**config.mk**
```make
export PLATFORM = sky130hd
export DESIGN_NAME = daylight_led_schedule_curve
export DESIGN_NICKNAME = d
export VERILOG_FILES = /design/src/rtl/dlsc_pkg.sv /design/src/rtl/dlsc_blend8.sv /design/src/rtl/daylight_led_schedule_curve.sv
export SDC_FILE = /design/constraint.sdc
export NUM_CORES = 2
export LEC_CHECK = 0
export BUFFER_PORTS_ARGS = -buffer_cell sky130_fd_sc_hd__buf_2
export CORE_UTILIZATION = 35
export DETAILED_ROUTE_END_ITERATION = 10
export REMOVE_ABC_BUFFERS = 1
export SKIP_CTS_REPAIR_TIMING = 1
export SLEW_MARGIN = 15
export SYNTH_ARGS = -nofsm -noshare
export SYNTH_HDL_FRONTEND = slang
export SYNTH_SLANG_ARGS = --single-unit
```
**constraint.sdc**
```tcl
create_clock -name clk_i -period 9.8 [get_ports clk_i]
set_input_delay 1.96 -clock clk_i [delete_from_list [all_inputs] [get_ports clk_i]]
set_output_delay 1.96 -clock clk_i [all_outputs]
set_load 0.005 [all_outputs]
```
**src/rtl/dlsc_pkg.sv**
```systemverilog
// dlsc_pkg: shared types, time constants and segment helpers for the daylight schedule curve
// no dependencies; imported by dlsc_blend8, daylight_led_schedule_curve and the testbench
package dlsc_pkg;

  localparam int unsigned SEC_W  = 17;
  localparam int unsigned MIN_W  = 12;
  localparam int unsigned ELAP_W = 15;

  localparam logic [SEC_W-1:0] SEC_05 = 17'd18000;
  localparam logic [SEC_W-1:0] SEC_08 = 17'd28800;
  localparam logic [SEC_W-1:0] SEC_16 = 17'd57600;
  localparam logic [SEC_W-1:0] SEC_21 = 17'd75600;
  localparam logic [SEC_W-1:0] SEC_22 = 17'd79200;

  localparam logic [MIN_W-1:0] MIN_22         = 12'd1320;
  localparam logic [MIN_W-1:0] MIN_WRAP       = 12'd120;
  localparam logic [MIN_W-1:0] NIGHT_SPAN_MIN = 12'd360;

  // floor(s / 60) = (s * 139811) >> 23, exact for every 17-bit s
  localparam int unsigned      DIV60_W     = 18;
  localparam logic [DIV60_W-1:0] DIV60_MUL = 18'd139811;
  localparam int unsigned      DIV60_SHIFT = 23;

  localparam logic [ELAP_W-1:0] LEN_RISE  = 15'd10800;
  localparam logic [ELAP_W-1:0] LEN_FADE  = 15'd18000;
  localparam logic [ELAP_W-1:0] LEN_DUSK  = 15'd3600;
  localparam logic [ELAP_W-1:0] LEN_NIGHT = 15'd360;

  // fraction = (e * ceil(2^(F+sh) / len)) >> sh; 2^sh exceeds len * (len - 1),
  // which keeps the result exact for every e below len
  localparam int unsigned RCP_SH_RISE  = 27;
  localparam int unsigned RCP_SH_FADE  = 29;
  localparam int unsigned RCP_SH_DUSK  = 24;
  localparam int unsigned RCP_SH_NIGHT = 17;
  localparam int unsigned RCP_HEAD_W   = 15;  // reciprocal bits above F

  localparam logic [7:0] FALLBACK_LEVEL = 8'd200;

  typedef enum logic [2:0] {
    SEG_FALLBACK,
    SEG_RISE,
    SEG_DAY,
    SEG_FADE,
    SEG_DUSK,
    SEG_NIGHT,
    SEG_HOLD
  } seg_e;

  typedef enum logic [2:0] {
    CFG_NIGHT_LEVEL   = 3'd0,
    CFG_PEAK_LEVEL    = 3'd1,
    CFG_EVENING_LEVEL = 3'd2,
    CFG_MORNING_RGB   = 3'd3,
    CFG_DAY_RGB       = 3'd4,
    CFG_EVENING_RGB   = 3'd5,
    CFG_NIGHT_RGB     = 3'd6
  } cfg_idx_e;

  typedef struct packed {
    logic prod;
    logic out;
  } lane_en_t;

  // segment length of each span; constant segments carry zero elapsed time
  function automatic logic [ELAP_W-1:0] seg_len(seg_e seg);
    logic [ELAP_W-1:0] len;
    unique case (seg)
      SEG_RISE:  len = LEN_RISE;
      SEG_FADE:  len = LEN_FADE;
      SEG_DUSK:  len = LEN_DUSK;
      default:   len = LEN_NIGHT;
    endcase
    return len;
  endfunction

endpackage

```
**src/rtl/dlsc_blend8.sv**
```systemverilog
// dlsc_blend8: two-stage rounded linear blend of two 8-bit values by a Q0.F fraction
// depends on dlsc_pkg (lane_en_t)
module dlsc_blend8
  import dlsc_pkg::*;
#(
  parameter int unsigned FRACTION_BITS = 16
) (
  input  logic                     clk_i,
  input  lane_en_t                 en_i,
  input  logic [7:0]               a_i,
  input  logic [7:0]               b_i,
  input  logic [FRACTION_BITS-1:0] t_i,
  output logic [7:0]               y_o
);

  localparam int unsigned ACC_W = FRACTION_BITS + 10;
  localparam logic [ACC_W-1:0] HALF =
    {{(ACC_W - FRACTION_BITS){1'b0}}, 1'b1, {(FRACTION_BITS - 1){1'b0}}};

  logic signed [8:0]       diff;
  logic signed [ACC_W-1:0] prod_d, prod_q;
  logic [7:0]              a_q;
  logic [ACC_W-1:0]        acc;
  logic [7:0]              y_q;

  assign diff   = $signed({1'b0, b_i}) - $signed({1'b0, a_i});
  assign prod_d = diff * $signed({1'b0, t_i});

  always_ff @(posedge clk_i) begin
    if (en_i.prod) begin
      a_q    <= a_i;
      prod_q <= prod_d;
    end
  end

  // result lies between the endpoints, so the sum never leaves 0..255
  assign acc = {2'b00, a_q, {FRACTION_BITS{1'b0}}} + $unsigned(prod_q) + HALF;

  always_ff @(posedge clk_i) begin
    if (en_i.out) begin
      y_q <= acc[FRACTION_BITS +: 8];
    end
  end

  assign y_o = y_q;

endmodule

```
**src/rtl/daylight_led_schedule_curve.sv**
```systemverilog
// daylight_led_schedule_curve: time of day to LED brightness and color along a daily curve
// depends on dlsc_pkg and dlsc_blend8 (four lanes: brightness, red, green, blue)
//
//   channel  signals                                        direction
//   cfg      cfg_we_i cfg_index_i cfg_data_i                 in, write only, no wait
//   in       in_valid_i in_ready_o time_valid_i second_of_day_i   in
//   out      out_valid_o out_ready_i brightness_o color_rgb_o     out
//
// one transfer per cycle sustained while out_ready_i is high; five register stages
// stages: classify and minute count, elapsed time, reciprocal-multiply fraction,
// blend multiply, round
// each stage has its own valid bit and loads when empty or when the next stage moves,
// so bubbles close up and a stalled output still lets the front take transfers until all stages are full
// reset clears the valid bits and loads the register defaults; payload is not reset
module daylight_led_schedule_curve
  import dlsc_pkg::*;
#(
  parameter int unsigned FRACTION_BITS = 16
) (
  input  logic        clk_i,
  input  logic        rst_ni,
  input  logic        cfg_we_i,
  input  logic [2:0]  cfg_index_i,
  input  logic [23:0] cfg_data_i,
  input  logic        in_valid_i,
  output logic        in_ready_o,
  input  logic        time_valid_i,
  input  logic [16:0] second_of_day_i,
  output logic        out_valid_o,
  input  logic        out_ready_i,
  output logic [7:0]  brightness_o,
  output logic [23:0] color_rgb_o
);

  localparam int unsigned NST     = 5;
  localparam int unsigned ST_CLS  = 0;
  localparam int unsigned ST_SEG  = 1;
  localparam int unsigned ST_DIV  = 2;
  localparam int unsigned ST_PROD = 3;
  localparam int unsigned ST_OUT  = 4;
  localparam int unsigned PROD_W  = SEC_W + DIV60_W;

  // configuration registers
  logic [7:0]  night_level_q, peak_level_q, evening_level_q;
  logic [23:0] morning_rgb_q, day_rgb_q, evening_rgb_q, night_rgb_q;

  always_ff @(posedge clk_i or negedge rst_ni) begin
    if (!rst_ni) begin
      night_level_q   <= 8'd10;
      peak_level_q    <= 8'd255;
      evening_level_q <= 8'd140;
      morning_rgb_q   <= 24'hFFD7AA;
      day_rgb_q       <= 24'hFFAF5A;
      evening_rgb_q   <= 24'hFF550C;
      night_rgb_q     <= 24'hFF3205;
    end else if (cfg_we_i) begin
      unique case (cfg_idx_e'(cfg_index_i))
        CFG_NIGHT_LEVEL:   night_level_q   <= cfg_data_i[7:0];
        CFG_PEAK_LEVEL:    peak_level_q    <= cfg_data_i[7:0];
        CFG_EVENING_LEVEL: evening_level_q <= cfg_data_i[7:0];
        CFG_MORNING_RGB:   morning_rgb_q   <= cfg_data_i;
        CFG_DAY_RGB:       day_rgb_q       <= cfg_data_i;
        CFG_EVENING_RGB:   evening_rgb_q   <= cfg_data_i;
        CFG_NIGHT_RGB:     night_rgb_q     <= cfg_data_i;
        default: ;
      endcase
    end
  end

  // valid bits and the ready chain, back to front
  logic [NST-1:0] v_q;
  logic [NST:0]   adv;

  assign adv[NST] = out_ready_i;
  for (genvar k = 0; k < NST; k++) begin : g_adv
    assign adv[k] = !v_q[k] || adv[k+1];
  end

  always_ff @(posedge clk_i or negedge rst_ni) begin
    if (!rst_ni) begin
      v_q <= '0;
    end else begin
      if (adv[0]) begin
        v_q[0] <= in_valid_i;
      end
      for (int k = 1; k < NST; k++) begin
        if (adv[k]) begin
          v_q[k] <= v_q[k-1];
        end
      end
    end
  end

  assign in_ready_o  = adv[0];
  assign out_valid_o = v_q[ST_OUT];

  // stage 0: classify the time and take the minute count by reciprocal multiply
  seg_e                cls_d, c0_seg_q;
  logic [SEC_W-1:0]    c0_s_q;
  logic [MIN_W-1:0]    c0_m_q;
  logic [PROD_W-1:0]   m_prod;

  always_comb begin
    priority if (!time_valid_i) begin
      cls_d = SEG_FALLBACK;
    end else if (second_of_day_i >= SEC_05 && second_of_day_i < SEC_08) begin
      cls_d = SEG_RISE;
    end else if (second_of_day_i >= SEC_08 && second_of_day_i < SEC_16) begin
      cls_d = SEG_DAY;
    end else if (second_of_day_i >= SEC_16 && second_of_day_i < SEC_21) begin
      cls_d = SEG_FADE;
    end else if (second_of_day_i >= SEC_21 && second_of_day_i < SEC_22) begin
      cls_d = SEG_DUSK;
    end else begin
      // includes values past the end of the day
      cls_d = SEG_NIGHT;
    end
  end

  assign m_prod = PROD_W'(second_of_day_i) * PROD_W'(DIV60_MUL);

  always_ff @(posedge clk_i) begin
    if (adv[ST_CLS]) begin
      c0_seg_q <= cls_d;
      c0_s_q   <= second_of_day_i;
      c0_m_q   <= m_prod[DIV60_SHIFT +: MIN_W];
    end
  end

  // stage 1: elapsed time in the segment; night splits into drift and hold
  seg_e              seg1_d, c1_seg_q;
  logic [ELAP_W-1:0] e1_d, c1_e_q;
  logic [MIN_W-1:0]  nm;

  assign nm = (c0_m_q >= MIN_22) ? (c0_m_q - MIN_22) : (c0_m_q + MIN_WRAP);

  always_comb begin
    seg1_d = c0_seg_q;
    e1_d   = '0;
    unique case (c0_seg_q)
      SEG_RISE: e1_d = ELAP_W'(c0_s_q - SEC_05);
      SEG_FADE: e1_d = ELAP_W'(c0_s_q - SEC_16);
      SEG_DUSK: e1_d = ELAP_W'(c0_s_q - SEC_21);
      SEG_NIGHT: begin
        if (nm < NIGHT_SPAN_MIN) begin
          e1_d = ELAP_W'(nm);
        end else begin
          seg1_d = SEG_HOLD;
        end
      end
      default: ;
    endcase
  end

  always_ff @(posedge clk_i) begin
    if (adv[ST_SEG]) begin
      c1_seg_q <= seg1_d;
      c1_e_q   <= e1_d;
    end
  end

  // stage 2: fraction elapsed * 2^F / length by reciprocal multiply
  localparam int unsigned RCP_W = FRACTION_BITS + RCP_HEAD_W;
  localparam int unsigned QP_W  = ELAP_W + RCP_W;
  localparam logic [63:0] RCP_ONE = 64'd1;
  localparam logic [RCP_W-1:0] RCP_RISE = RCP_W'(
    ((RCP_ONE << (FRACTION_BITS + RCP_SH_RISE)) + 64'(LEN_RISE) - 64'd1) / 64'(LEN_RISE));
  localparam logic [RCP_W-1:0] RCP_FADE = RCP_W'(
    ((RCP_ONE << (FRACTION_BITS + RCP_SH_FADE)) + 64'(LEN_FADE) - 64'd1) / 64'(LEN_FADE));
  localparam logic [RCP_W-1:0] RCP_DUSK = RCP_W'(
    ((RCP_ONE << (FRACTION_BITS + RCP_SH_DUSK)) + 64'(LEN_DUSK) - 64'd1) / 64'(LEN_DUSK));
  localparam logic [RCP_W-1:0] RCP_NIGHT = RCP_W'(
    ((RCP_ONE << (FRACTION_BITS + RCP_SH_NIGHT)) + 64'(LEN_NIGHT) - 64'd1) / 64'(LEN_NIGHT));

  logic [RCP_W-1:0]         rcp;
  logic [QP_W-1:0]          q_prod;
  logic [FRACTION_BITS-1:0] t2_d;

  always_comb begin
    unique case (c1_seg_q)
      SEG_RISE: rcp = RCP_RISE;
      SEG_FADE: rcp = RCP_FADE;
      SEG_DUSK: rcp = RCP_DUSK;
      default:  rcp = RCP_NIGHT;
    endcase
  end

  // constant spans carry zero elapsed time, so their fraction comes out zero
  assign q_prod = QP_W'(c1_e_q) * QP_W'(rcp);

  always_comb begin
    unique case (c1_seg_q)
      SEG_RISE: t2_d = q_prod[RCP_SH_RISE +: FRACTION_BITS];
      SEG_FADE: t2_d = q_prod[RCP_SH_FADE +: FRACTION_BITS];
      SEG_DUSK: t2_d = q_prod[RCP_SH_DUSK +: FRACTION_BITS];
      default:  t2_d = q_prod[RCP_SH_NIGHT +: FRACTION_BITS];
    endcase
  end

  seg_e                     c2_seg_q;
  logic [FRACTION_BITS-1:0] c2_t_q;

  always_ff @(posedge clk_i) begin
    if (adv[ST_DIV]) begin
      c2_seg_q <= c1_seg_q;
      c2_t_q   <= t2_d;
    end
  end

  logic [FRACTION_BITS-1:0] frac_t;
  seg_e                     seg_t;

  assign frac_t = c2_t_q;
  assign seg_t  = c2_seg_q;

  // endpoint pick; constant spans use the same value at both ends
  logic [7:0]  lvl_a, lvl_b;
  logic [23:0] rgb_a, rgb_b;

  always_comb begin
    unique case (seg_t)
      SEG_RISE: begin
        lvl_a = night_level_q;   lvl_b = peak_level_q;
        rgb_a = morning_rgb_q;   rgb_b = day_rgb_q;
      end
      SEG_DAY: begin
        lvl_a = peak_level_q;    lvl_b = peak_level_q;
        rgb_a = day_rgb_q;       rgb_b = day_rgb_q;
      end
      SEG_FADE: begin
        lvl_a = peak_level_q;    lvl_b = evening_level_q;
        rgb_a = day_rgb_q;       rgb_b = evening_rgb_q;
      end
      SEG_DUSK: begin
        lvl_a = evening_level_q; lvl_b = night_level_q;
        rgb_a = evening_rgb_q;   rgb_b = night_rgb_q;
      end
      SEG_NIGHT: begin
        lvl_a = night_level_q;   lvl_b = night_level_q;
        rgb_a = night_rgb_q;     rgb_b = morning_rgb_q;
      end
      SEG_HOLD: begin
        lvl_a = night_level_q;   lvl_b = night_level_q;
        rgb_a = morning_rgb_q;   rgb_b = morning_rgb_q;
      end
      default: begin
        // time not valid
        lvl_a = FALLBACK_LEVEL;  lvl_b = FALLBACK_LEVEL;
        rgb_a = day_rgb_q;       rgb_b = day_rgb_q;
      end
    endcase
  end

  // stages 3 and 4: multiply and round, four lanes
  lane_en_t lane_en;
  assign lane_en.prod = adv[ST_PROD];
  assign lane_en.out  = adv[ST_OUT];

  dlsc_blend8 #(
    .FRACTION_BITS(FRACTION_BITS)
  ) u_level (
    .clk_i (clk_i),
    .en_i  (lane_en),
    .a_i   (lvl_a),
    .b_i   (lvl_b),
    .t_i   (frac_t),
    .y_o   (brightness_o)
  );

  for (genvar c = 0; c < 3; c++) begin : g_rgb
    dlsc_blend8 #(
      .FRACTION_BITS(FRACTION_BITS)
    ) u_chan (
      .clk_i (clk_i),
      .en_i  (lane_en),
      .a_i   (rgb_a[8*c +: 8]),
      .b_i   (rgb_b[8*c +: 8]),
      .t_i   (frac_t),
      .y_o   (color_rgb_o[8*c +: 8])
    );
  end

  // segment tag follows the lanes for checking
  seg_e p_seg_q, o_seg_q;

  always_ff @(posedge clk_i) begin
    if (adv[ST_PROD]) begin
      p_seg_q <= seg_t;
    end
    if (adv[ST_OUT]) begin
      o_seg_q <= p_seg_q;
    end
  end

  logic [ELAP_W-1:0] e_len;
  assign e_len = seg_len(c1_seg_q);

  a_fallback_level: assert property (@(posedge clk_i) disable iff (!rst_ni)
    (v_q[ST_OUT] && o_seg_q == SEG_FALLBACK) |-> brightness_o == FALLBACK_LEVEL)
    else $error("fallback transfer without fallback brightness");

  a_const_frac_zero: assert property (@(posedge clk_i) disable iff (!rst_ni)
    (v_q[ST_DIV] && (seg_t == SEG_DAY || seg_t == SEG_FALLBACK || seg_t == SEG_HOLD))
    |-> frac_t == '0)
    else $error("constant span left the fraction stage with a nonzero fraction");

  a_elapsed_bound: assert property (@(posedge clk_i) disable iff (!rst_ni)
    v_q[ST_SEG] |-> c1_e_q < e_len)
    else $error("elapsed time not below the segment length");

  a_stall_full: assert property (@(posedge clk_i) disable iff (!rst_ni)
    !in_ready_o |-> (v_q[ST_CLS] && v_q[ST_OUT] && !out_ready_i))
    else $error("input held off while the pipeline has room");

endmodule

```
==> flow_metrics.env <==
export IMPL_status="finished clean"
export IMPL_avgSynthCellArea_um2=10.0
export IMPL_cts_root_buffer_cell="clkbuf_16"
export IMPL_grt_pass1_wl_um=201000
export IMPL_setup_ws_ns=0.924
export IMPL_cts_tree="done"
export IMPL_synth_top_flop_cell="edfxtp_1"
export IMPL_whs_endpoint="v_q[1]$_DFFE_PN0P_"
export IMPL_drtPass1Iterations=6
export IMPL_cts_max_level=2
export IMPL_synthDistinctLibCells=78
export IMPL_synth_edff_count=167
export IMPL_drive_above_1_share=0.104
export IMPL_initial_core_util=0.354
export IMPL_setup_violations_final=0
export IMPL_overflow=0
export IMPL_ant_nets=0
export IMPL_coreArea_um2=134000
export IMPL_wl_um=125000
export IMPL_dp_cells=6515
export IMPL_clock_path_buffers=3
export IMPL_grt_max_degree=70
export IMPL_worst_pin_slew_ns=1.07
export IMPL_worstRegToRegCells=36
export IMPL_rrSetupSlack_ns=0.92
export IMPL_timing_critical_path_mode_cell="fa_1"
export IMPL_async_reset_ff_frac=0.428
export IMPL_nets=6168
export IMPL_relSlewSlack=0.282
export IMPL_fmax_mhz=113
export IMPL_critical_path_max_stage_delay_ns=0.53
export IMPL_required_ns=10.11
export IMPL_worstReg2RegStart="c2_seg_q[1]$_DFFE_PP_"
export IMPL_slowest_stage="edfxtp_1"
export IMPL_dpl_cell_area_um2=50200
export IMPL_area_growth_pct=8.43
export IMPL_synth_top_area_share=0.324
export IMPL_routedWlPerCell_um=18.9
export IMPL_fin_area_um2=51400
export IMPL_row_count=134
export IMPL_seqCellArea_um2=8240
export IMPL_cap_violations=0
export IMPL_synth_seq_cells=292
export IMPL_synthTopCellsByCount="inv_1, fa_1, ha_1"
export IMPL_cp_max_fo=14
export IMPL_grt_pass1_vias=35300
export IMPL_dp_slack_ns=0.962
export IMPL_r2r_end="g_rgb[0].u_chan.prod_q[23]$_DFFE_PP_"
export IMPL_worstHoldStart="v_q[0]$_DFFE_PN0P_"
export IMPL_syn_cell_area_um2=47400
export IMPL_dp_hpwl_um=101000
export IMPL_die_h_um=370
export IMPL_period_needed_ns=8.88
export IMPL_remaining_drc_errors=0
export IMPL_finalSetupTns_ns=0
export IMPL_clock_sinks=292
export IMPL_ys_top_cells_by_area="fa_1, ha_1, edfxtp_1"
export IMPL_io_buffers=83
export IMPL_hp_class="flop to flop"
export IMPL_yosys_warnings=0
export IMPL_path_class="flop to flop"
export IMPL_synth_most_common_cell="inv_1"
export IMPL_via_per_inst=5.04
export IMPL_hold_violations=0
export IMPL_stdcell_count=6575
export IMPL_routed_via_count=33100
export IMPL_clk_latency_ns=0.58
export IMPL_diodes=0
export IMPL_arrival_ns=9.19
export IMPL_dieArea_um2=137000
export IMPL_fin_skew_ns=0.0209
export IMPL_end_kind="flop"
export IMPL_drtIter0Drc=2123
export IMPL_cts_buffers_inserted=34
export IMPL_period_share=0.906
export IMPL_yosysTopAreaCell="fa_1"
export IMPL_multiInputGateArea_um2=35100
export IMPL_antenna_found_initial=4
export IMPL_start_kind="flop"
export IMPL_place_congestion=0.965
export IMPL_fillCellCount=13200
export IMPL_slew_viol_final=0
export IMPL_clkTransAtPathRegs_ns=0.07
export IMPL_worst_hold_path_num_cells=1
export IMPL_yosysSeqAreaShare=0.174
export IMPL_grt_usage=0.188
export IMPL_fp_dieW_um=370
export IMPL_io_pins=84
export IMPL_synthCells=4725
export IMPL_grt_setup_unrepaired="false"
state kept, by name, indices dropped and copies added, names as in the netlist, 12 cells and up:
name / flops
c0_m_q: 12
c0_s_q: 15
c1_e_q: 15
c2_t_q: 16
day_rgb_q: 24
evening_rgb_q: 24
g_rgb.u_chan.a_q: 24
g_rgb.u_chan.prod_q: 27
g_rgb.u_chan.y_o: 24
morning_rgb_q: 24
night_rgb_q: 24
layout make-up:
class	instances	area share
multi-input cells	3347	0.683
repair buffers	193	0.0242
clock inverters	21	0.00555
inverters	915	0.0668
clock buffers	39	0.0173
well taps	1768	0.0430
flip-flops and latches	292	0.160
metrics by stage:
stage / hold WS, ns / utilization
detailed placement: 0.459 / 0.375
finish: 0.466 / 0.384
CTS: 0.472 / 0.384
global route: 0.493 / 0.384
floorplan: 0.435 / -
global placement: 0.452 / 0.375
worst max-delay path, delay by kind of cell, from the launching register on:
kind                       cells  cell delay (ns)
AOI/OAI and AO/OA             11             2.69
and+or+nand+nor               10             1.39
buffers and inverters          6             0.60
DFF                            1             0.53
xor gates and xnor gates       1             0.13
adders and majority gates      8             3.25
worst max-delay path by stage:
stage / from / cells after the start / endpoint / slack (ns)
after floorplan: c2_seg_q[0]$_DFFE_PP_ / 33 / g_rgb[0].u_chan.prod_q[23]$_DFFE_PP_ / -0.22
after global placement: c2_seg_q[1]$_DFFE_PP_ / 36 / g_rgb[0].u_chan.prod_q[23]$_DFFE_PP_ / 1.0
after global routing: c2_seg_q[1]$_DFFE_PP_ / 36 / g_rgb[1].u_chan.prod_q[22]$_DFFE_PP_ / 0.34
final: c2_seg_q[1]$_DFFE_PP_ / 36 / g_rgb[0].u_chan.prod_q[23]$_DFFE_PP_ / 0.92
after detailed placement: c2_seg_q[1]$_DFFE_PP_ / 36 / g_rgb[0].u_chan.prod_q[23]$_DFFE_PP_ / 0.96
after CTS: c2_seg_q[1]$_DFFE_PP_ / 36 / g_rgb[0].u_chan.prod_q[23]$_DFFE_PP_ / 0.91
placed cells by master, fill, tap and decap left out, types with 15 or more instances in the layout:
cell type / count
inv_1: 912
fa_1: 767
ha_1: 568
nand2_1: 351
and2_1: 291
nor2_1: 192
edfxtp_1: 167
a21oi_1: 138
mux2_2: 129
buf_4: 111
nand2b_1: 108
xnor2_1: 108
o21ai_0: 103
buf_2: 82
dfstp_2: 76
mux2i_1: 55
xor2_1: 51
a21o_1: 49
dfrtp_1: 49
o22ai_1: 44
clkbuf_16: 34
o21a_1: 31
or2_2: 31
nand3_1: 29
nor3_1: 27
a221oi_1: 24
and3_1: 20
o221ai_1: 19
o211ai_1: 19
o21bai_1: 18
nor2b_1: 17
nand4_1: 15
layer usage:
| layer | track usage | vias to the layer above | part of all wire |
|---|---|---|---|
| met2 | 0.317 | 813 | 0.48 |
| met3 | 0.0186 | 228 | 0.045 |
| met5 | 0 | - | 0.00030 |
| li1 | - | 15200 | - |
| met1 | 0.249 | 16900 | 0.43 |
| met4 | 0.0654 | 6 | 0.038 |
cells by family (layout without fill, tap and decap cells):
| logic type | after synthesis | in the layout | synth area share |
|---|---|---|---|
| XOR/XNOR | 159 | 159 | 0.0294 |
| multiplexers | 184 | 184 | 0.0422 |
| buffers and inverters | 1086 | 1168 | 0.0861 |
| adder cells (fa/ha/maj) | 1335 | 1335 | 0.474 |
| flip-flops | 292 | 292 | 0.174 |
| AO/OA/AOI/OAI | 551 | 551 | 0.0759 |
| AND/OR/NAND/NOR | 1118 | 1118 | 0.119 |
Power is left out: the tool's default activity adds up to more than one toggle a clock period on the data nets, which glitch-free logic cannot reach.
